===== src/rtl/pwq_pkg.sv =====
// Package for the pixel word quadword packetizer.
// Holds the result kind codes, opcodes and the structs passed between the front and back parts.
// No dependencies.
package pwq_pkg;

  localparam int CntW = 6;

  localparam logic OP_WRITE = 1'b0;
  localparam logic OP_FLUSH = 1'b1;

  localparam logic [1:0] KIND_TAG   = 2'd0;
  localparam logic [1:0] KIND_DATA  = 2'd1;
  localparam logic [1:0] KIND_TFLSH = 2'd2;
  localparam logic [1:0] KIND_SEND  = 2'd3;

  typedef struct packed {
    logic            has_pkt;
    logic [CntW-1:0] count;
    logic            eop;
    logic            bank;
    logic            tail;
  } cmd_t;

  typedef struct packed {
    logic valid;
    logic bank;
  } rel_t;

endpackage


===== src/rtl/pwq_front.sv =====
// Front part: accepts pixel transactions, marks pixels, builds quadwords into the store
// and queues packet commands. Depends on pwq_pkg.
module pwq_front #(
  parameter int PacketQwords = 32,
  parameter int AddrW        = 6
) (
  input  logic                     clk_i,
  input  logic                     rst_ni,
  input  logic                     tvalid_i,
  output logic                     tready_o,
  input  logic                     opcode_i,
  input  logic [31:0]              pair_i,
  output logic                     we_o,
  output logic [AddrW-1:0]         waddr_o,
  output logic [127:0]             wdata_o,
  output logic                     push_o,
  output pwq_pkg::cmd_t            cmd_o,
  input  logic                     fifo_full_i,
  input  pwq_pkg::rel_t            rel_i
);
  import pwq_pkg::*;

  function automatic logic [15:0] mark_pixel(input logic [15:0] p);
    return (p != 16'h0000) ? (p | 16'h8000) : 16'h0000;
  endfunction

  logic [31:0]     held_q [3];
  logic [1:0]      held_cnt_q, held_cnt_d;
  logic [CntW-1:0] fill_q, fill_d;
  logic            bank_q, bank_d;
  logic [1:0]      busy_q, busy_d;

  logic            accept;
  logic            is_flush;
  logic            store_wr;
  logic [31:0]     word;
  logic [31:0]     w1, w2, w3;
  logic [CntW-1:0] fill_inc;

  assign tready_o = !busy_q[bank_q] && !fifo_full_i;
  assign accept   = tvalid_i && tready_o;
  assign is_flush = (opcode_i == OP_FLUSH);
  assign word     = {mark_pixel(pair_i[31:16]), mark_pixel(pair_i[15:0])};
  assign store_wr = accept && (is_flush ? (held_cnt_q != 2'd0) : (held_cnt_q == 2'd3));
  assign fill_inc = fill_q + CntW'(store_wr);

  assign w1 = (held_cnt_q > 2'd1) ? held_q[1] : 32'h0;
  assign w2 = (held_cnt_q > 2'd2) ? held_q[2] : 32'h0;
  assign w3 = is_flush ? 32'h0 : word;

  assign we_o    = store_wr;
  assign waddr_o = AddrW'(fill_q) + (bank_q ? AddrW'(PacketQwords) : AddrW'(0));
  assign wdata_o = {w3, w2, w1, held_q[0]};

  assign push_o        = accept && (is_flush || (store_wr && fill_inc == CntW'(PacketQwords)));
  assign cmd_o.has_pkt = (fill_inc != '0);
  assign cmd_o.count   = fill_inc;
  assign cmd_o.eop     = is_flush;
  assign cmd_o.bank    = bank_q;
  assign cmd_o.tail    = is_flush;

  always_comb begin
    held_cnt_d = held_cnt_q;
    fill_d     = store_wr ? fill_inc : fill_q;
    bank_d     = bank_q;
    busy_d     = busy_q;
    if (accept) begin
      if (is_flush || store_wr) begin
        held_cnt_d = 2'd0;
      end else begin
        held_cnt_d = held_cnt_q + 2'd1;
      end
    end
    if (rel_i.valid) begin
      busy_d[rel_i.bank] = 1'b0;
    end
    if (push_o) begin
      fill_d = '0;
      if (cmd_o.has_pkt) begin
        bank_d         = ~bank_q;
        busy_d[bank_q] = 1'b1;
      end
    end
  end

  always_ff @(posedge clk_i or negedge rst_ni) begin
    if (!rst_ni) begin
      held_cnt_q <= 2'd0;
      fill_q     <= '0;
      bank_q     <= 1'b0;
      busy_q     <= 2'b00;
    end else begin
      held_cnt_q <= held_cnt_d;
      fill_q     <= fill_d;
      bank_q     <= bank_d;
      busy_q     <= busy_d;
    end
  end

  always_ff @(posedge clk_i) begin
    if (accept && !is_flush && held_cnt_q != 2'd3) begin
      held_q[held_cnt_q] <= word;
    end
  end

endmodule


===== config.mk =====
export PLATFORM = sky130hd
export DESIGN_NAME = pwq_front
export DESIGN_NICKNAME = d
export VERILOG_FILES = /design/src/rtl/pwq_pkg.sv /design/src/rtl/pwq_front.sv
export SDC_FILE = /design/constraint.sdc
export NUM_CORES = 1
export LEC_CHECK = 0
export BUFFER_PORTS_ARGS = -buffer_cell sky130_fd_sc_hd__buf_4
export CAP_MARGIN = 20
export CORE_MARGIN = 4
export CORE_UTILIZATION = 48
export DETAILED_ROUTE_END_ITERATION = 12
export GPL_ROUTABILITY_DRIVEN = 0
export PLACE_DENSITY = 0.78
export SLEW_MARGIN = 20
export SYNTH_ARGS = -nofsm -noshare
export SYNTH_HDL_FRONTEND = slang
export SYNTH_SLANG_ARGS = --single-unit

===== constraint.sdc =====
create_clock -name clk_i -period 5 [get_ports clk_i]
set_clock_uncertainty 0.2 [all_clocks]
set_input_delay 1 -clock clk_i [delete_from_list [all_inputs] [get_ports clk_i]]
set_output_delay 1 -clock clk_i [all_outputs]
set_load 0.1 [all_outputs]

==> flow_metrics.env <==
export IMPL_status="finished, final reports clean"
export IMPL_synth_cells=350
export IMPL_diodes=0
export IMPL_endpoint="push_o"
export IMPL_place_hpwl_mm=7.92
export IMPL_peakVddDrop_mv=0.232
export IMPL_grt_antenna_before_repair=0
export IMPL_ys_ff_latch=107
export IMPL_critPathLaunchType="input pin"
export IMPL_nets=538
export IMPL_clkTransAtPathRegs_ns=0.09
export IMPL_synth_edf_count=96
export IMPL_grt_max_degree=40
export IMPL_final_cell_mix="buf_4 (188), edfxtp_1 (96), and2_1 (68), nor2b_1 (30), dfrtp_1 (11)"
export IMPL_reg2reg_from="held_cnt_q[0]$_DFFE_PN0P_"
export IMPL_cp_end_kind="primary output"
export IMPL_die_area_um2=11300
export IMPL_crit_start="opcode_i"
export IMPL_postRouteAntennaNets=0
export IMPL_dieHeight_um=106
export IMPL_crit_fanout=4
export IMPL_ios=186
export IMPL_cts_max_path_buffers=2
export IMPL_track_usage_pct=20.2
export IMPL_maxCapViolCount=0
export IMPL_grt_pass1_vias=3201
export IMPL_clkSinkCount=107
export IMPL_finalSetupViolCount=0
export IMPL_post_cts_resize_count=0
export IMPL_synth_avg_cell_area_um2=13.2
export IMPL_relSlewSlack_pct=43.2
export IMPL_synthesis_nets=395
export IMPL_yosysWarnings=0
export IMPL_final_setup_tns_ns=0
export IMPL_path_class="input pin to primary output"
export IMPL_wl_per_cell_um=17.9
export IMPL_num_rows=35
export IMPL_ff2ff_path_depth=11
export IMPL_dp_cells=611
export IMPL_cts_buffers=9
export IMPL_hold_path_class="input pin to asynchronous set/reset pin"
export IMPL_port_buffers=185
export IMPL_p_leak_nw=2.56
export IMPL_rrSetupSlack_ns=1.89
export IMPL_die_w_um=106
export IMPL_grt_setup_unrepaired="false"
export IMPL_power_density_nw_per_um2=499
export IMPL_dr_first_iter_drc_count=127
export IMPL_synthesis_area_um2=4620
export IMPL_worstReg2RegEnd="busy_q[0]$_DFF_PN0_"
export IMPL_root_buffer="clkbuf_8"
export IMPL_core_area_um2=9330
export IMPL_synth_top_flop_cell="edfxtp_1"
export IMPL_crit_chain="buf_4, mux2_4, nor2_4, ha_4, ha_4, or4bb_1, o22ai_2, a31oi_2, nor2_4, buf_4"
export IMPL_num_vias=3133
export IMPL_layout_commonest_cell="buf_4"
export IMPL_yosysSeqAreaShare_pct=68.3
export IMPL_postCtsSetupBuffers=0
export IMPL_tightest_slew_ns=0.852
export IMPL_dr_pass1_iters=4
export IMPL_postSynth_asyncResetShare_pct=10.3
export IMPL_maxSlewViolCount=0
export IMPL_placed_area_um2=6040
export IMPL_drt_wl_total_mm=11.2
export IMPL_cts_tree="yes"
export IMPL_required_ns=3.80
export IMPL_drc_errors=0
export IMPL_fmax_mhz=223
export IMPL_final_cells=627
export IMPL_via_per_inst=5.00
export IMPL_critPathMaxStageDelay_ns=0.48
export IMPL_synth_cell_types=37
export IMPL_grt_overflow=0
export IMPL_cts_hold_buf=0
export IMPL_arrival_ns=3.28
export IMPL_fin_crit_sh_pct=89.7
export IMPL_htree_num_levels=3
export IMPL_drive_above_1_share_pct=44.8
export IMPL_clk_latency_ns=0.34
export IMPL_finalCriticalPeriod_ns=4.48
export IMPL_hold_viol_final=0
export IMPL_crit_slowest_cell="or4bb_1"
export IMPL_syn2layout_area_growth_pct=34.6
export IMPL_grt_pass1_wl_mm=17.6
export IMPL_start_util_pct=49.6
export IMPL_final_cell_area_um2=6220
==> power by group <==
| part | switching, W | total, W | leakage [nW] | internal [W] |
|---|---|---|---|---|
| logic | 0.00124 | 0.00154 | 1.48 | 0.000298 |
| clock network | 0.000289 | 0.000476 | 0.0835 | 0.000187 |
| registers | 0.0000494 | 0.00110 | 0.999 | 0.00105 |
==> Yosys cell counts, drive strengths merged (3+ instances only) <==
cell type  instances  share of area, %
nor4               9               1.2
edfxtp            96                62
nor2b             30               4.1
nand4              4              0.54
buf               12               1.9
and3               6              0.81
o21ai              9              0.97
dfrtp             11               6.0
nand3              3              0.32
and2              68               9.2
inv                5              0.41
nor3               5              0.79
ha                 6               1.6
a21oi              6              0.65
clkbuf            44               3.6
nand2              8              0.65
xor2               4              0.76
nor2               4              0.32
xnor2              4              0.76
==> final cells by class <==
cell class | instances | area [um^2]
sequential | 107 | 3160
fill | 666 | 3110
timing repair buffer | 188 | 1410
multi-input combinational | 182 | 1290
tap | 129 | 161
clock buffer | 10 | 128
clock inverter | 6 | 50.0
inverter | 5 | 22.5
==> cell families (layout without fill, tap and decap cells) <==
logic type	Yosys count	after routing	share of synthesized area, %
fa+ha+maj	6	6	1.62
xor+xnor	8	8	1.52
buf+inv	61	209	5.85
mux	2	2	0.460
flops	107	107	68.3
compound gates	22	22	3.06
simple gates	144	144	19.2
==> routing by layer <==
layer	routed length (um)	track usage, %
met3	1010	6.50
met5	0	0
met2	5660	34.5
met1	4370	24.5
met4	193	6.20
==> per-stage QoR <==
| stage | power [W] | hold slack, ns | utilization, % | setup slack (ns) |
|---|---|---|---|---|
| 3_5_place_dp | 0.00266 | 0.312 | 64.7 | 0.520 |
| 6_report | 0.00311 | 0.270 | 66.7 | 0.517 |
| 2_1_floorplan | 0.00238 | 0.265 | - | -0.139 |
| 4_1_cts | 0.00312 | 0.256 | 66.6 | 0.515 |
| 3_3_place_gp | 0.00263 | 0.287 | 64.7 | 0.571 |
| 5_1_grt | 0.00322 | 0.247 | 66.7 | 0.442 |
==> worst max-delay path: cells and delay by family <==
family	cells	cell delay (ns)
compound gates	2	0.44
mux	1	0.31
buf+inv	2	0.41
simple gates	3	0.75
fa+ha+maj	2	0.37
==> state kept, by name, indices dropped and copies added (netlist names) <==
name        flops
fill_q          6
held_cnt_q      2
held_q         96
busy_q          2
bank_q          1
==> how the worst min path moves through the flow <==
stage                             start                  end  slack (ns)  depth (start not counted)
floorplan           busy_q[0]$_DFF_PN0_  busy_q[0]$_DFF_PN0_        0.27                          1
global placement    busy_q[0]$_DFF_PN0_  busy_q[0]$_DFF_PN0_        0.29                          1
detailed placement  busy_q[1]$_DFF_PN0_  busy_q[1]$_DFF_PN0_        0.31                          1
CTS                              rst_ni  busy_q[1]$_DFF_PN0_        0.26                          1
global route                     rst_ni   bank_q$_DFFE_PN0P_        0.25                          1
finish                           rst_ni   bank_q$_DFFE_PN0P_        0.27                          1
Note: power is estimated with default switching activity, not from simulation.
