==> config.mk <==
export PLATFORM = sky130hd
export DESIGN_NAME = pwq_back
export DESIGN_NICKNAME = d
export VERILOG_FILES = /design/src/rtl/pwq_pkg.sv /design/src/rtl/pwq_back.sv
export SDC_FILE = /design/constraint.sdc
export NUM_CORES = 1
export LEC_CHECK = 0
export BUFFER_PORTS_ARGS = -buffer_cell sky130_fd_sc_hd__buf_2
export CAP_MARGIN = 20
export CORE_MARGIN = 2
export CORE_UTILIZATION = 50
export DETAILED_ROUTE_END_ITERATION = 10
export PLACE_DENSITY = 0.91
export SKIP_LAST_GASP = 1
export SLEW_MARGIN = 20
export SYNTH_ARGS = -nofsm -noshare
export SYNTH_HDL_FRONTEND = slang
export SYNTH_SLANG_ARGS = --single-unit
export TNS_END_PERCENT = 30
==> constraint.sdc <==
create_clock -name clk_i -period 6.38 [get_ports clk_i]
set_input_delay 1.276 -clock clk_i [delete_from_list [all_inputs] [get_ports clk_i]]
set_output_delay 1.276 -clock clk_i [all_outputs]
set_load 0.01 [all_outputs]
==> src/rtl/pwq_pkg.sv <==
// Package for the pixel word quadword packetizer.
// Holds the result kind codes, opcodes and the structs passed between the front and back parts.
// No dependencies.
package pwq_pkg;

  localparam int CntW = 6;

  localparam logic OP_WRITE = 1'b0;
  localparam logic OP_FLUSH = 1'b1;

  localparam logic [1:0] KIND_TAG   = 2'd0;
  localparam logic [1:0] KIND_DATA  = 2'd1;
  localparam logic [1:0] KIND_TFLSH = 2'd2;
  localparam logic [1:0] KIND_SEND  = 2'd3;

  typedef struct packed {
    logic            has_pkt;
    logic [CntW-1:0] count;
    logic            eop;
    logic            bank;
    logic            tail;
  } cmd_t;

  typedef struct packed {
    logic valid;
    logic bank;
  } rel_t;

endpackage

==> src/rtl/pwq_back.sv <==
// Back part: carries out queued commands, reads the store and drives the output register.
// Depends on pwq_pkg.
module pwq_back #(
  parameter int PacketQwords = 32,
  parameter int AddrW        = 6
) (
  input  logic                     clk_i,
  input  logic                     rst_ni,
  input  pwq_pkg::cmd_t            head_i,
  input  logic                     empty_i,
  output logic                     pop_o,
  output logic [AddrW-1:0]         raddr_o,
  input  logic [127:0]             rdata_i,
  output pwq_pkg::rel_t            rel_o,
  output logic                     tvalid_o,
  input  logic                     tready_i,
  output logic [1:0]               kind_o,
  output logic [pwq_pkg::CntW-1:0] count_o,
  output logic                     eop_o,
  output logic [127:0]             data_o,
  output logic                     last_o
);
  import pwq_pkg::*;

  localparam logic [2:0] ST_IDLE = 3'd0;
  localparam logic [2:0] ST_TAG  = 3'd1;
  localparam logic [2:0] ST_DATA = 3'd2;
  localparam logic [2:0] ST_TFL  = 3'd3;
  localparam logic [2:0] ST_SEND = 3'd4;

  logic [2:0]      state_q, state_d, cur;
  logic [CntW-1:0] idx_q, idx_d;
  logic            last_data;
  logic            gen_ld;

  logic [1:0]      g_kind;
  logic            g_final;
  logic            g_rel;
  logic [AddrW-1:0] g_addr;

  logic             s1_v_q, s1_v_d;
  logic [1:0]       s1_kind_q;
  logic [CntW-1:0]  s1_count_q;
  logic             s1_eop_q;
  logic [AddrW-1:0] s1_addr_q;
  logic             s1_final_q;
  logic             s1_rel_q;
  logic             s1_bank_q;
  logic             adv;

  logic             m_v_q, m_v_d;
  logic [1:0]       m_kind_q;
  logic [CntW-1:0]  m_count_q;
  logic             m_eop_q;
  logic [127:0]     m_data_q;
  logic             m_last_q;

  assign adv    = s1_v_q && (!m_v_q || tready_i);
  assign gen_ld = !empty_i && (!s1_v_q || adv);
  assign cur    = (state_q == ST_IDLE) ? (head_i.has_pkt ? ST_TAG : ST_TFL) : state_q;
  assign last_data = (CntW'(idx_q + CntW'(1)) == head_i.count);
  assign g_addr = AddrW'(idx_q) + (head_i.bank ? AddrW'(PacketQwords) : AddrW'(0));

  always_comb begin
    g_kind  = KIND_TAG;
    g_final = 1'b0;
    g_rel   = 1'b0;
    state_d = state_q;
    idx_d   = idx_q;
    pop_o   = 1'b0;
    case (cur)
      ST_TAG: begin
        g_kind = KIND_TAG;
        if (gen_ld) begin
          state_d = ST_DATA;
          idx_d   = '0;
        end
      end
      ST_DATA: begin
        g_kind  = KIND_DATA;
        g_final = last_data && !head_i.tail;
        g_rel   = last_data;
        if (gen_ld) begin
          idx_d = idx_q + CntW'(1);
          if (last_data) begin
            if (head_i.tail) begin
              state_d = ST_TFL;
            end else begin
              state_d = ST_IDLE;
              pop_o   = 1'b1;
            end
          end
        end
      end
      ST_TFL: begin
        g_kind = KIND_TFLSH;
        if (gen_ld) begin
          state_d = ST_SEND;
        end
      end
      ST_SEND: begin
        g_kind  = KIND_SEND;
        g_final = 1'b1;
        if (gen_ld) begin
          state_d = ST_IDLE;
          pop_o   = 1'b1;
        end
      end
      default: begin
        state_d = ST_IDLE;
      end
    endcase
  end

  assign raddr_o = gen_ld ? g_addr : s1_addr_q;

  always_comb begin
    s1_v_d = s1_v_q;
    if (gen_ld) begin
      s1_v_d = 1'b1;
    end else if (adv) begin
      s1_v_d = 1'b0;
    end
    m_v_d = m_v_q;
    if (adv) begin
      m_v_d = 1'b1;
    end else if (tready_i) begin
      m_v_d = 1'b0;
    end
  end

  always_ff @(posedge clk_i or negedge rst_ni) begin
    if (!rst_ni) begin
      state_q <= ST_IDLE;
      idx_q   <= '0;
      s1_v_q  <= 1'b0;
      m_v_q   <= 1'b0;
    end else begin
      state_q <= state_d;
      idx_q   <= idx_d;
      s1_v_q  <= s1_v_d;
      m_v_q   <= m_v_d;
    end
  end

  always_ff @(posedge clk_i) begin
    if (gen_ld) begin
      s1_kind_q  <= g_kind;
      s1_count_q <= (g_kind == KIND_TAG) ? head_i.count : '0;
      s1_eop_q   <= (g_kind == KIND_TAG) ? head_i.eop : 1'b0;
      s1_addr_q  <= g_addr;
      s1_final_q <= g_final;
      s1_rel_q   <= g_rel;
      s1_bank_q  <= head_i.bank;
    end
    if (adv) begin
      m_kind_q  <= s1_kind_q;
      m_count_q <= s1_count_q;
      m_eop_q   <= s1_eop_q;
      m_data_q  <= (s1_kind_q == KIND_DATA) ? rdata_i : 128'h0;
      m_last_q  <= s1_final_q;
    end
  end

  assign rel_o.valid = adv && s1_rel_q;
  assign rel_o.bank  = s1_bank_q;

  assign tvalid_o = m_v_q;
  assign kind_o   = m_kind_q;
  assign count_o  = m_count_q;
  assign eop_o    = m_eop_q;
  assign data_o   = m_data_q;
  assign last_o   = m_last_q;

endmodule

==> flow_metrics.py <==
metrics = {
    "final_layout": {
        "fin_util_pct": 68.5,
        "nNetsFinal": 852,
        "layout-drive-gt1-share_pct": 45.4,
        "syn_to_final_growth_pct": 34.3,
        "final_common_cell": "buf_2",
        "instances_no_fill": 900,
        "layout_common_cells": "289 x buf_2, 150 x edfxtp_1, 135 x and2_1, 24 x nand2_1, 17 x clkbuf_16",
        "fillers": 862,
    },
    "run": {
        "maxCapViolCount": 0,
    },
    "logic_synthesis": {
        "netlist_instances": 420,
        "postSynthAreaPerCell_sq_um": 15.3,
        "yosysSeqAreaShare_pct": 76.4,
        "synthArstFlopShare_pct": 6.59,
        "yosysUniqueCellTypes": 39,
        "synth-edff-count": 150,
        "ys_ff_latch": 167,
        "synth_ff_type": "edfxtp_1",
        "yosysWarnings": 0,
        "syn-num-nets": 563,
        "netlist_area_sq_um": 6410,
    },
    "setup_path": {
        "worstPathRequired_ps": 5100,
        "criticalPathCategory": "in -> out",
        "start_kind": "input port",
        "crit_fanout": 4,
        "endpoint_kind": "primary output",
        "arrival_ps": 2680,
    },
    "timing": {
        "period_needed_ps": 3960,
        "maxSlewHeadroom_pct": 33.9,
        "holdWs_ps": 418,
        "drv_slew": 0,
        "setup-tns-final_ps": 0,
        "finalHoldViolations": 0,
        "fin_crit_sh_pct": 62.1,
        "rsz0062_at_grt": "no",
        "worstMarginPinSlew_ps": 990,
        "setup_viol": 0,
        "max_freq_mhz": 253,
        "fin_skew_ps": 9.32,
    },
    "global_route": {
        "grt-ovfl-total": 0,
        "grt_pass1_vias": 4264,
        "grt_most_used_layer": "met2",
        "grt_pass1_wl_um": 21900,
        "antenna_found_initial": 5,
        "grt_max_degree": 86,
        "met2_usage_pct": 39.0,
        "gr-usage-met1_pct": 23.8,
        "grt_use_met3_pct": 5.77,
        "grt_usage_pct": 21.8,
    },
    "clock_network": {
        "clk_pin_slew_worst_paths_ps": 60,
        "clock_latency_ps": 410,
        "cts_tree": "built",
        "cts_resized": 0,
        "clock_sinks": 167,
        "ctsHoldBuffers": 0,
        "cts_root_buf": "clkbuf_16",
        "clk_path_buf_depth": 2,
        "post-cts-setup-buffers": 0,
        "cts_buffers": 17,
        "cts.htree.levels": 4,
    },
    "place": {
        "dp.cells": 861,
        "place.detailed.hpwl_um": 11300,
        "io_buffers": 289,
        "gp_congestion": 0.851,
    },
    "power_and_ir_drop": {
        "ir_drop_mv": 0.180,
        "p_sw_mw": 0.681,
        "p_comb_share_pct": 13.6,
        "powerDensity_nw_per_um2": 314,
        "p_int_mw": 2.02,
        "pwr-share-seq_pct": 50.9,
        "leakagePower_nw": 3.71,
        "switching_share_pct": 25.2,
        "clock_power_share_pct": 35.5,
    },
    "die": {
        "pin_count": 290,
        "rows": 41,
        "dieArea_sq_um": 13700,
        "initial_utilization_pct": 51.0,
        "coreArea_sq_um": 12600,
        "die_y_um": 117,
        "die_width_um": 117,
    },
    "drt": {
        "drc": 0,
        "first_pass_iters": 4,
        "via_count": 4400,
        "viasPerCell": 4.89,
        "wire_per_inst_um": 17.6,
        "drt_wl_total_um": 15800,
        "ant_nets": 0,
        "drtIter0Drc": 395,
    },
    "min_path": {
        "hp-class": "reg -> reg",
    },
    "status": {
        "status": "completed",
    },
}
## critical path, cell delays in order
cell,delay (ps)
buf_2,110
xor2_1,150
a211oi_2,250
nand4_2,160
nor4_4,390
a31o_1,200
buf_2,130
## metal layers
layer	vias to the layer above	wire, um
li1	2046	-
met1	2095	5580
met2	224	8670
met3	35	1090
met4	0	512
met5	-	0
## through the flow
step,worst slack (ps),power (mW),area [sq um]
6_report,2420,2.70,8610
5_1_grt,2300,2.80,8600
4_1_cts,2450,2.71,8560
3_5_place_dp,2450,1.76,8010
3_3_place_gp,2520,1.74,8010
2_1_floorplan,1300,1.59,6410
## cell families after synthesis
kind of cell	after synthesis	share of synthesized area, %
simple gates	190	17.6
flops	167	76.4
buf+inv	27	1.68
compound gates	23	2.40
xor+xnor	10	1.37
mux	2	0.312
fa+ha+maj	1	0.195
## final timing paths
path | startpoint | to | slack (ps) | cells past startpoint
worst min-delay path | s1_final_q | last_o | 420 | 0
worst max-delay path | head_i[7] | pop_o | 2420 | 7
min in group asynchronous | rst_ni | state_q[1] | 740 | 1
worst min register to register | s1_final_q | last_o | 420 | 0
worst max register to register | s1_kind_q[1] | data_o[116] | 4260 | 3
max in group asynchronous | rst_ni | idx_q[2] | 5420 | 1
## power by group through the flow
stage / Clock (mW) / Sequential [mW] / Combinational (mW)
3_5_place_dp: 0 / 1.40 / 0.362
6_report: 0.959 / 1.37 / 0.368
2_1_floorplan: 0 / 1.43 / 0.162
3_3_place_gp: 0 / 1.39 / 0.346
5_1_grt: 1.01 / 1.39 / 0.408
4_1_cts: 0.972 / 1.37 / 0.365
## sequential cells by signal, summed over array words and instances (netlist names)
signal,cells
s1_rel_q,1
s1_eop_q,1
data_o,128
count_o,6
s1_final_q,1
idx_q,6
s1_v_q,1
tvalid_o,1
eop_o,1
kind_o,2
state_q,3
s1_addr_q,6
last_o,1
s1_count_q,6
s1_bank_q,1
s1_kind_q,2
## layout make-up
cell class                 instances  area (sq um)  share of cell area [%]
sequential                       167          4900                    56.9
antenna                            6          15.0                   0.174
tap                              172           215                    2.50
clock buffer                      18           429                    4.99
multi-input combinational        226          1410                    16.4
timing repair buffer             292          1490                    17.3
clock inverter                    14           126                    1.47
inverter                           5          18.8                   0.218
## cells in the mapped netlist (3+ instances only)
| library cell | number | area share, % |
|---|---|---|
| nand3_1 | 5 | 0.39 |
| o21ai_1 | 4 | 0.31 |
| dfxtp_1 | 6 | 1.9 |
| xnor2_1 | 5 | 0.68 |
| nand2b_1 | 3 | 0.29 |
| clkbuf_1 | 19 | 1.1 |
| inv_1 | 4 | 0.23 |
| edfxtp_1 | 150 | 70 |
| nand2_1 | 24 | 1.4 |
| dfrtp_1 | 11 | 4.3 |
| xor2_1 | 5 | 0.68 |
| o21ai_0 | 7 | 0.55 |
| nor2_1 | 8 | 0.47 |
| and2_1 | 136 | 13 |
Power figures use the tool's default switching activity.
