**config.mk**
```make
export PLATFORM = sky130hd
export DESIGN_NAME = pwq_cmd_fifo
export DESIGN_NICKNAME = d
export VERILOG_FILES = /design/src/rtl/pwq_pkg.sv /design/src/rtl/pwq_cmd_fifo.sv
export SDC_FILE = /design/constraint.sdc
export NUM_CORES = 1
export LEC_CHECK = 0
export ABC_AREA = 1
export BUFFER_PORTS_ARGS = -buffer_cell sky130_fd_sc_hd__buf_2
export CORE_UTILIZATION = 53
export CTS_BUF_LIST = sky130_fd_sc_hd__clkbuf_8
export CTS_CLUSTER_SIZE = 16
export DETAILED_ROUTE_END_ITERATION = 6
export GPL_TIMING_DRIVEN = 0
export PLACE_DENSITY = 0.92
export SLEW_MARGIN = 25
export SYNTH_ARGS = -nofsm -noshare
export SYNTH_HDL_FRONTEND = slang
export SYNTH_SLANG_ARGS = --single-unit
```
**constraint.sdc**
```tcl
create_clock -name clk_i -period 1.54 [get_ports clk_i]
set_input_delay 0.154 -clock clk_i [delete_from_list [all_inputs] [get_ports clk_i]]
set_output_delay 0.154 -clock clk_i [all_outputs]
set_load 0.1 [all_outputs]
```
**src/rtl/pwq_pkg.sv**
```systemverilog
// Package for the pixel word quadword packetizer.
// Holds the result kind codes, opcodes and the structs passed between the front and back parts.
// No dependencies.
package pwq_pkg;

  localparam int CntW = 6;

  localparam logic OP_WRITE = 1'b0;
  localparam logic OP_FLUSH = 1'b1;

  localparam logic [1:0] KIND_TAG   = 2'd0;
  localparam logic [1:0] KIND_DATA  = 2'd1;
  localparam logic [1:0] KIND_TFLSH = 2'd2;
  localparam logic [1:0] KIND_SEND  = 2'd3;

  typedef struct packed {
    logic            has_pkt;
    logic [CntW-1:0] count;
    logic            eop;
    logic            bank;
    logic            tail;
  } cmd_t;

  typedef struct packed {
    logic valid;
    logic bank;
  } rel_t;

endpackage

```
**src/rtl/pwq_cmd_fifo.sv**
```systemverilog
// Two-entry command queue between the front and back parts.
// Depends on pwq_pkg.
module pwq_cmd_fifo (
  input  logic          clk_i,
  input  logic          rst_ni,
  input  logic          push_i,
  input  pwq_pkg::cmd_t cmd_i,
  input  logic          pop_i,
  output pwq_pkg::cmd_t head_o,
  output logic          empty_o,
  output logic          full_o
);
  import pwq_pkg::*;

  cmd_t       mem_q [2];
  logic       wr_ptr_q, wr_ptr_d;
  logic       rd_ptr_q, rd_ptr_d;
  logic [1:0] cnt_q, cnt_d;

  always_comb begin
    wr_ptr_d = wr_ptr_q;
    rd_ptr_d = rd_ptr_q;
    cnt_d    = cnt_q;
    if (push_i) begin
      wr_ptr_d = ~wr_ptr_q;
    end
    if (pop_i) begin
      rd_ptr_d = ~rd_ptr_q;
    end
    if (push_i && !pop_i) begin
      cnt_d = cnt_q + 2'd1;
    end else if (pop_i && !push_i) begin
      cnt_d = cnt_q - 2'd1;
    end
  end

  always_ff @(posedge clk_i or negedge rst_ni) begin
    if (!rst_ni) begin
      wr_ptr_q <= 1'b0;
      rd_ptr_q <= 1'b0;
      cnt_q    <= 2'd0;
    end else begin
      wr_ptr_q <= wr_ptr_d;
      rd_ptr_q <= rd_ptr_d;
      cnt_q    <= cnt_d;
    end
  end

  always_ff @(posedge clk_i) begin
    if (push_i) begin
      mem_q[wr_ptr_q] <= cmd_i;
    end
  end

  assign head_o  = mem_q[rd_ptr_q];
  assign empty_o = (cnt_q == 2'd0);
  assign full_o  = (cnt_q == 2'd2);

endmodule

```
==> results.yml, run 1 <==
run_status:
  outcome: "finished, final reports clean"
run:
  number_of_maximum_capacitance_violations: 0
timing:
  timing.final.hold_violations: 0
  fin_worst_hold_slack_ns: 0.07711
  timing.clock.skew_ns: 0.006266
  max_slew.worst_pin.slew_ns: 0.8272
  post-route-min-period_ns: 1.502
  timing.max_slew.rel_slack_pct: 44.65
  fmaxAchievable_mhz: 665.9
  setup-violations-final: 0
  maxSlewViolCount: 0
  period_utilization_pct: 97.51
worst_setup_path:
  worst-endpoint-required_ns: 1.39
  cp_class: "flip-flop to primary output"
  critPathLaunchType: "flip-flop"
  arrival_ns: 1.35
  cp-end-kind: "primary output"
  cp_max_fo: 10
global_route:
  grt_antenna_before_repair: 0
  largest_net_degree_at_the_start_of_global_routing: 14
  first_global_vias: 500
  gr-total-overflow: 0
  grt_usage_pct: 15.51
  wire_length_of_the_first_global_routing_pass_um: 2035
finish:
  area_growth_pct: 25.81
  multiInputGateArea_um2: 226.5
  seqCellArea_um2: 700.7
  postLayoutCoreUtil_pct: 71.06
  layout_fillers: 124
  n_antenna_cell: 0
  finalNetCount: 102
  layout-drive-gt1-share_pct: 45.35
  stdcell_count: 111
cts:
  cts_setup_buffers: 0
  clk_pin_slew_ns: 0.08
  cts_inserted_buffers: 3
  clock_tree_from_tritoncts: "done"
  clk_path_buf_depth: 2
  clk_root_buffer_cell: "clkbuf_8"
  cts.htree.levels: 1
  clock_latency_late_sink_ns: 0.26
  clock_sinks: 24
synth:
  synth-edff-count: 20
  async_reset_ff_share_pct: 16.67
  synth_top_cells_by_area: "edfxtp_1 (62%), mux2_4 (14%), dfrtp_1 (10%)"
  yosysMostFrequentCell: "edfxtp_1"
  synth.top_cell.area_share_pct: 62.26
  synth_area_leader_cell: "edfxtp_1"
  post_synth_inst_count: 56
  post_synth_instance_area_um2: 964.7
  ys_warn_count: 0
  net_count_after_synthesis: 71
  synth_ff_type: "edfxtp_1"
  synth-seq-area-share_pct: 72.63
  post_synth_num_cell_types: 13
  post_synth.cell_area_avg_um2: 17.23
  postSynthRegisterBits: 24
  synth.cells.most_frequent: "edfxtp_1 (20), mux2_4 (9), inv_1 (7)"
routing:
  drt-initial-drc-count: 12
  avgViaCountPerCell: 4.937
  final_antenna_net_count: 0
  drcViolationCount: 0
  drt-pass1-iter-count: 4
  totalWireLength_um: 1389
  routedWlPerCell_um: 12.51
  via_count: 548
placement:
  placed_cells: 106
  dp.final_hpwl_um: 1019
  globalplace.congestion: 0.5980
  buffer_ports.inserted: 25
floorplan:
  num_rows: 15
  fp.dieH_um: 44.67
  core_region_area_mm2: 0.001708
  start_util_pct: 56.48
  top_level_ports: 26
  die_width_um: 44.67
  fp.dieArea_mm2: 0.001995
hold_path:
  holdCritPathClass: "primary input to flip-flop"
## metal layers
metal / global-route usage [%] / routed length (µm) / part of all wire, %
met2: 29.12 / 780 / 56
met3: 3.265 / 73 / 5.3
met4: 9.091 / 27 / 1.9
met1: 15.45 / 508 / 37
met5: 0 / 0 / 0
## kinds of logic after synthesis
kind of cell | after synthesis | synth area share [%]
xor gates and xnor gates | 3 | 2.724
adders and majority gates | 1 | 1.297
buffers and inverters | 8 | 3.891
DFF | 24 | 72.63
muxes | 10 | 15.18
and+or+nand+nor | 10 | 4.280
## through the flow
stage / setup WS, ns / instance area, µm² / TNS [ns]
after floorplan: -0.2956 / 964.7 / -0.5912
after global placement: 0.1194 / 1121 / 0
final: 0.03838 / 1214 / 0
after global routing: -0.0008675 / 1214 / -0.0008675
after CTS: 0.01989 / 1199 / 0
after detailed placement: 0.09287 / 1121 / 0
## cell type report
class | count | share of cell area (%)
Sequential cell | 24 | 57.73
Inverter | 7 | 2.165
Buffer | 1 | 1.237
Timing Repair Buffer | 26 | 13.92
Tap cell | 25 | 2.577
Clock inverter | 1 | 0.3093
Multi-Input combinational cell | 24 | 18.66
Clock buffer | 3 | 3.402
## worst max-delay path: stages (launching register included)
cell,delay [ns]
dfrtp_1,0.40
buf_8,0.16
mux2_4,0.29
buf_4,0.23
## worst paths after layout
| kind | cells past startpoint | to | from | slack [ns] |
|---|---|---|---|---|
| setup / recovery | 3 | head_o[5] | rd_ptr_q | 0.04 |
| hold / removal | 1 | mem_q[0][3] | cmd_i[3] | 0.08 |
| setup reg to reg | 1 | mem_q[0][1] | wr_ptr_q | 0.10 |
| hold reg to reg | 1 | wr_ptr_q | wr_ptr_q | 0.51 |
| max in group asynchronous | 2 | wr_ptr_q | rst_ni | 1.17 |
| min in group asynchronous | 2 | cnt_q[1] | rst_ni | 0.24 |
## placed cells by master, fill, tap and decap left out
cell,count
xnor2_1,1
nand2_1,5
mux2_4,9
mux2_2,1
edfxtp_1,20
ha_1,1
buf_4,6
nor2_1,3
buf_8,1
nand4_1,1
dlygate4sd3_1,1
nand3_1,1
xor2_1,2
dfrtp_1,4
clkbuf_8,3
buf_2,16
buf_6,3
inv_1,8
## state kept, by name (all words and copies together) (netlist names)
| register | cells |
|---|---|
| mem_q | 20 |
| cnt_q | 2 |
| wr_ptr_q | 1 |
| rd_ptr_q | 1 |
## timing repair
action,CTS,global route
resized for setup,9,4
endpoints found under the hold margin,4,0
hold buffers,1,0
setup endpoints to repair,9,6
Power of run 1 is not shown: default switching activity piles up to over one toggle a cycle in this logic, so the estimate is an artifact.
==> inputs of run 2 (changes only) <==
--- a/config.mk
+++ b/config.mk
@@ -7,12 +7,12 @@
 export LEC_CHECK = 0
 export ABC_AREA = 1
 export BUFFER_PORTS_ARGS = -buffer_cell sky130_fd_sc_hd__buf_2
-export CORE_UTILIZATION = 53
+export CORE_UTILIZATION = 57
 export CTS_BUF_LIST = sky130_fd_sc_hd__clkbuf_8
 export CTS_CLUSTER_SIZE = 16
 export DETAILED_ROUTE_END_ITERATION = 6
 export GPL_TIMING_DRIVEN = 0
-export PLACE_DENSITY = 0.92
+export PLACE_DENSITY = 0.95
 export SLEW_MARGIN = 25
 export SYNTH_ARGS = -nofsm -noshare
 export SYNTH_HDL_FRONTEND = slang
==> constraint.sdc (replaced) <==
create_clock -name clk_i -period 1.9 [get_ports clk_i]
set_input_delay 0.19 -clock clk_i [delete_from_list [all_inputs] [get_ports clk_i]]
set_output_delay 0.19 -clock clk_i [all_outputs]
set_load 0.1 [all_outputs]
==> run 2 against run 1 <==
  * Critical path type unchanged
  * Final area is 4.0% lower
  * Critical path depth stayed put
  * Final cell count is 8.1% lower
  * Die area is 6.7% lower
  * Flip-flop and latch count stayed put
  * Sequential share of layout area is 2.4 points higher
  * Setup slack better by 0.23 ns
  * Register-to-register slack better by 0.36 ns
  * Highest routed layer unchanged
  * Via count is 4.0% lower
  * Hold slack better by 0.035 ns
  * Clock-buffer cell count stayed put
  * First-iteration DRC count is 58% lower
==> results.yml, run 2 (synthesized netlist as in run 1, its figures left out) <==
routing:
  final_antenna_net_count: 0
  drt-pass1-iter-count: 4
  routedWlPerCell_um: 13.55
  avgViaCountPerCell: 5.157
  drcViolationCount: 0
  drt-initial-drc-count: 5
  via_count: 526
  totalWireLength_um: 1382
floorplan:
  top_level_ports: 26
  start_util_pct: 62.58
  core_region_area_mm2: 0.001541
  fp.dieArea_mm2: 0.001861
  fp.dieH_um: 43.14
  num_rows: 14
  die_width_um: 43.14
worst_setup_path:
  cp_num_buf_inv: 2
  cp-end-kind: "primary output"
  crit_path_end: "head_o[9]"
  critPathLaunchType: "flip-flop"
  rr_endpoint: "mem_q[0][1]"
  critPathLaunch: "rd_ptr_q"
  cp_max_fo: 10
  arrival_ns: 1.44
  cp_class: "flip-flop to primary output"
  critical_path.max_stage_delay_ns: 0.41
  critical_r2r_launch: "wr_ptr_q"
  crit_family: "buffers and inverters"
  worst_path_max_delay_cell: "buf_2"
  crit_path_cell_trace: "buf_6, mux2_4, buf_2"
  crit_cells: 3
  worst-endpoint-required_ns: 1.71
  r2r_slack_ns: 0.46
  reg2reg_depth: 1
timing:
  timing.final.hold_violations: 0
  timing.clock.skew_ns: 0.004180
  post-route-min-period_ns: 1.632
  setup-violations-final: 0
  grt_setup_unrepaired: "no"
  fmaxAchievable_mhz: 612.8
  tns_ns: 0
  maxSlewViolCount: 0
  max_slew.worst_pin.slew_ns: 0.8289
  period_utilization_pct: 85.88
  fin_worst_hold_slack_ns: 0.1120
  timing.max_slew.rel_slack_pct: 44.53
finish:
  reg_top3: "mem_q: 20 flops, cnt_q: 2 flops"
  area_growth_pct: 20.75
  layout-drive-gt1-share_pct: 45.35
  finalNetCount: 102
  largest_register_ffs: 20
  n_antenna_cell: 0
  layout.cells.most_common: "buf_2"
  layout_fillers: 102
  registers.top_by_ff_count: "mem_q"
  layout_common_cells: "buf_2 (25), edfxtp_1 (20), mux2_4 (9), inv_1 (8), nand2_1 (5)"
cts:
  clk_root_buffer_cell: "clkbuf_8"
  cts_repair_resize_count: 0
  clock_sinks: 24
  clk_pin_slew_ns: 0.08
  cts.htree.levels: 1
  clock_tree_from_tritoncts: "done"
  clock_latency_late_sink_ns: 0.26
  cts_inserted_buffers: 3
  clk_path_buf_depth: 2
global_route:
  wire_length_of_the_first_global_routing_pass_um: 2435
  largest_net_degree_at_the_start_of_global_routing: 14
  grt_usage_pct: 19.13
  grt_antenna_before_repair: 0
  first_global_vias: 559
  gr-total-overflow: 0
placement:
  globalplace.congestion: 0.6320
  buffer_ports.inserted: 25
  dp.final_hpwl_um: 1029
hold_path:
  holdCritPathClass: "primary input to flip-flop"
run:
  number_of_maximum_capacitance_violations: 0
run_status:
  outcome: "finished, final reports clean"
==> run 2: cell counts in the layout (fill, tap and decap cells not counted) <==
No cell type changed its count.
==> run 2: timing repair <==
| item | in CTS | in global routing |
|---|---|---|
| setup endpoints to repair | 0 | 0 |
| hold buffers | 1 | 0 |
| buffers inserted | 0 | 0 |
| hold endpoints to repair | 4 | 0 |
==> run 2: worst min-delay path by stage <==
| stage | startpoint | endpoint | slack, ns | cells after the start |
|---|---|---|---|---|
| global placement | rst_ni | cnt_q[0] | -0.0005 | 1 |
| detailed placement | rst_ni | cnt_q[0] | 0.003 | 1 |
| global route | cmd_i[9] | mem_q[0][9] | 0.1 | 1 |
| floorplan | rst_ni | cnt_q[0] | -0.11 | 0 |
| finish | cmd_i[9] | mem_q[0][9] | 0.11 | 1 |
| CTS | cmd_i[9] | mem_q[0][9] | 0.11 | 1 |
==> run 2: per-layer routing <==
metal	part of all wire (%)	vias to the layer above	GRT usage (%)
met2	51	21	29.25
met5	0	-	0
li1	-	254	-
met1	42	248	23.37
met4	1.8	0	10.91
met3	5.5	3	6.809
==> run 2: metrics by stage <==
step,cells,util [%],area (µm²),worst slack [ns]
finish,102,75.57,1165,0.2683
global route,102,75.57,1165,0.2285
CTS,102,75.57,1165,0.2564
detailed placement,97,72.00,1110,0.4294
global placement,97,72.00,1110,0.4912
floorplan,56,-,964.7,0.02842
==> run 2: final cells by class <==
class	instances	area, µm²	area share, %
Sequential cell	24	700.7	60.15
Multi-Input combinational cell	24	226.5	19.44
Timing Repair Buffer	26	135.1	11.60
Clock buffer	3	41.29	3.545
Inverter	7	26.28	2.256
Tap cell	16	20.02	1.719
Buffer	1	11.26	0.9667
Clock inverter	1	3.754	0.3222
Power of run 2 is left out for the same reason.
==> inputs of run 3 (changes only) <==
--- a/config.mk
+++ b/config.mk
@@ -11,7 +11,6 @@
 export CTS_BUF_LIST = sky130_fd_sc_hd__clkbuf_8
 export CTS_CLUSTER_SIZE = 16
 export DETAILED_ROUTE_END_ITERATION = 6
-export GPL_TIMING_DRIVEN = 0
 export PLACE_DENSITY = 0.95
 export SLEW_MARGIN = 25
 export SYNTH_ARGS = -nofsm -noshare
==> run 3 against run 2 <==
  * Die area is the same
  * Hold slack better by 0.0030 ns
  * Non-clock buffer count unchanged
==> results.yml, run 3 (synthesized netlist as in run 1, its figures left out) <==
timing:
  fmaxAchievable_mhz: 592.5
  setup-violations-final: 0
  period_utilization_pct: 88.83
  post-route-min-period_ns: 1.688
  grt_setup_unrepaired: "no"
  timing.max_slew.rel_slack_pct: 67.07
  tns_ns: 0
  timing.clock.skew_ns: 0.001723
  max_slew.worst_pin.slew_ns: 0.4974
  maxSlewViolCount: 0
  timing.final.hold_violations: 0
floorplan:
  fp.dieH_um: 43.14
  top_level_ports: 26
  start_util_pct: 62.58
  num_rows: 14
  core_region_area_mm2: 0.001541
  die_width_um: 43.14
  fp.dieArea_mm2: 0.001861
finish:
  reg_top3: "mem_q: 20 flops, cnt_q: 2 flops"
  registers.top_by_ff_count: "mem_q"
  layout_common_cells: "buf_2 (25), edfxtp_1 (20), mux2_4 (9), inv_1 (8), nand2_1 (5)"
  n_antenna_cell: 0
  finalNetCount: 102
  layout_fillers: 101
  layout-drive-gt1-share_pct: 46.51
  area_growth_pct: 20.49
  layout.cells.most_common: "buf_2"
  largest_register_ffs: 20
cts:
  cts.htree.levels: 1
  clk_root_buffer_cell: "clkbuf_8"
  clock_tree_from_tritoncts: "done"
  clk_path_buf_depth: 2
  cts_setup_buffers: 0
  clock_latency_late_sink_ns: 0.26
  cts_inserted_buffers: 3
  clock_sinks: 24
  clk_pin_slew_ns: 0.08
run:
  number_of_maximum_capacitance_violations: 0
global_route:
  gr-total-overflow: 0
  grt_usage_pct: 19.66
  first_global_vias: 590
  largest_net_degree_at_the_start_of_global_routing: 14
  wire_length_of_the_first_global_routing_pass_um: 2539
  grt_antenna_before_repair: 0
placement:
  buffer_ports.inserted: 25
  globalplace.congestion: 0.6534
  dp.final_hpwl_um: 1096
worst_setup_path:
  arrival_ns: 1.50
  cp_max_fo: 11
  critPathLaunchType: "flip-flop"
  worst-endpoint-required_ns: 1.71
  critical_r2r_launch: "wr_ptr_q"
  cp_class: "flip-flop to primary output"
  cp-end-kind: "primary output"
  critPathLaunch: "rd_ptr_q"
hold_path:
  holdCritPathClass: "primary input to flip-flop"
  min-delay-start: "cmd_i[3]"
routing:
  routedWlPerCell_um: 15.17
  via_count: 531
  drcViolationCount: 0
  final_antenna_net_count: 0
  avgViaCountPerCell: 5.206
  totalWireLength_um: 1547
  drt-initial-drc-count: 7
  drt-pass1-iter-count: 4
run_status:
  outcome: "finished, final reports clean"
## run 3: through the flow
stage	worst slack, ns	hold WS [ns]	cells	utilization [%]	area [µm²]
2_1_floorplan	0.02842	-0.1056	56	-	964.7
5_1_grt	0.1545	0.1096	102	75.41	1162
3_3_place_gp	0.3250	0.001389	97	71.75	1106
6_report	0.2122	0.1150	102	75.41	1162
4_1_cts	0.01190	0.1104	102	75.32	1161
3_5_place_dp	0.3109	0.002753	97	71.75	1106
## run 3: cell type report
class / instances / area, µm² / share of cell area, %
sequential: 24 / 701.9 / 60.39
clock inverter: 1 / 3.754 / 0.3229
timing repair buffer: 27 / 142.6 / 12.27
inverter: 7 / 26.28 / 2.261
clock buffer: 3 / 41.29 / 3.552
multi-input combinational: 24 / 226.5 / 19.48
tap: 16 / 20.02 / 1.722
## run 3: worst paths after layout
kind                               end  slack [ns]  depth (start not counted)
max                          head_o[6]        0.21                          2
min                        mem_q[1][3]        0.12                          1
max reg2reg                mem_q[1][1]        0.79                          2
min reg2reg                   wr_ptr_q        0.50                          1
max in group asynchronous     rd_ptr_q        1.50                          2
min in group asynchronous     wr_ptr_q        0.27                          2
## run 3: metal layers
layer | vias up | wire, µm | global-route usage [%]
li1 | 255 | - | -
met1 | 258 | 612 | 21.51
met2 | 16 | 849 | 35.52
met3 | 2 | 71 | 2.979
met4 | 0 | 13 | 10.91
met5 | - | 0 | 0
## run 3: worst max-delay path: stages, from the launching register on
cell and delay, ns:
dfrtp_2 0.57, mux2_2 0.37, buf_2 0.29
## run 3: what timing repair did
item | 4_1_cts | 5_1_grt
hold buffers | 1 | 0
gates resized for setup | 0 | 1
setup endpoints to repair | 0 | 10
hold endpoints to repair | 4 | 0
Power of run 3 is left out for the same reason.
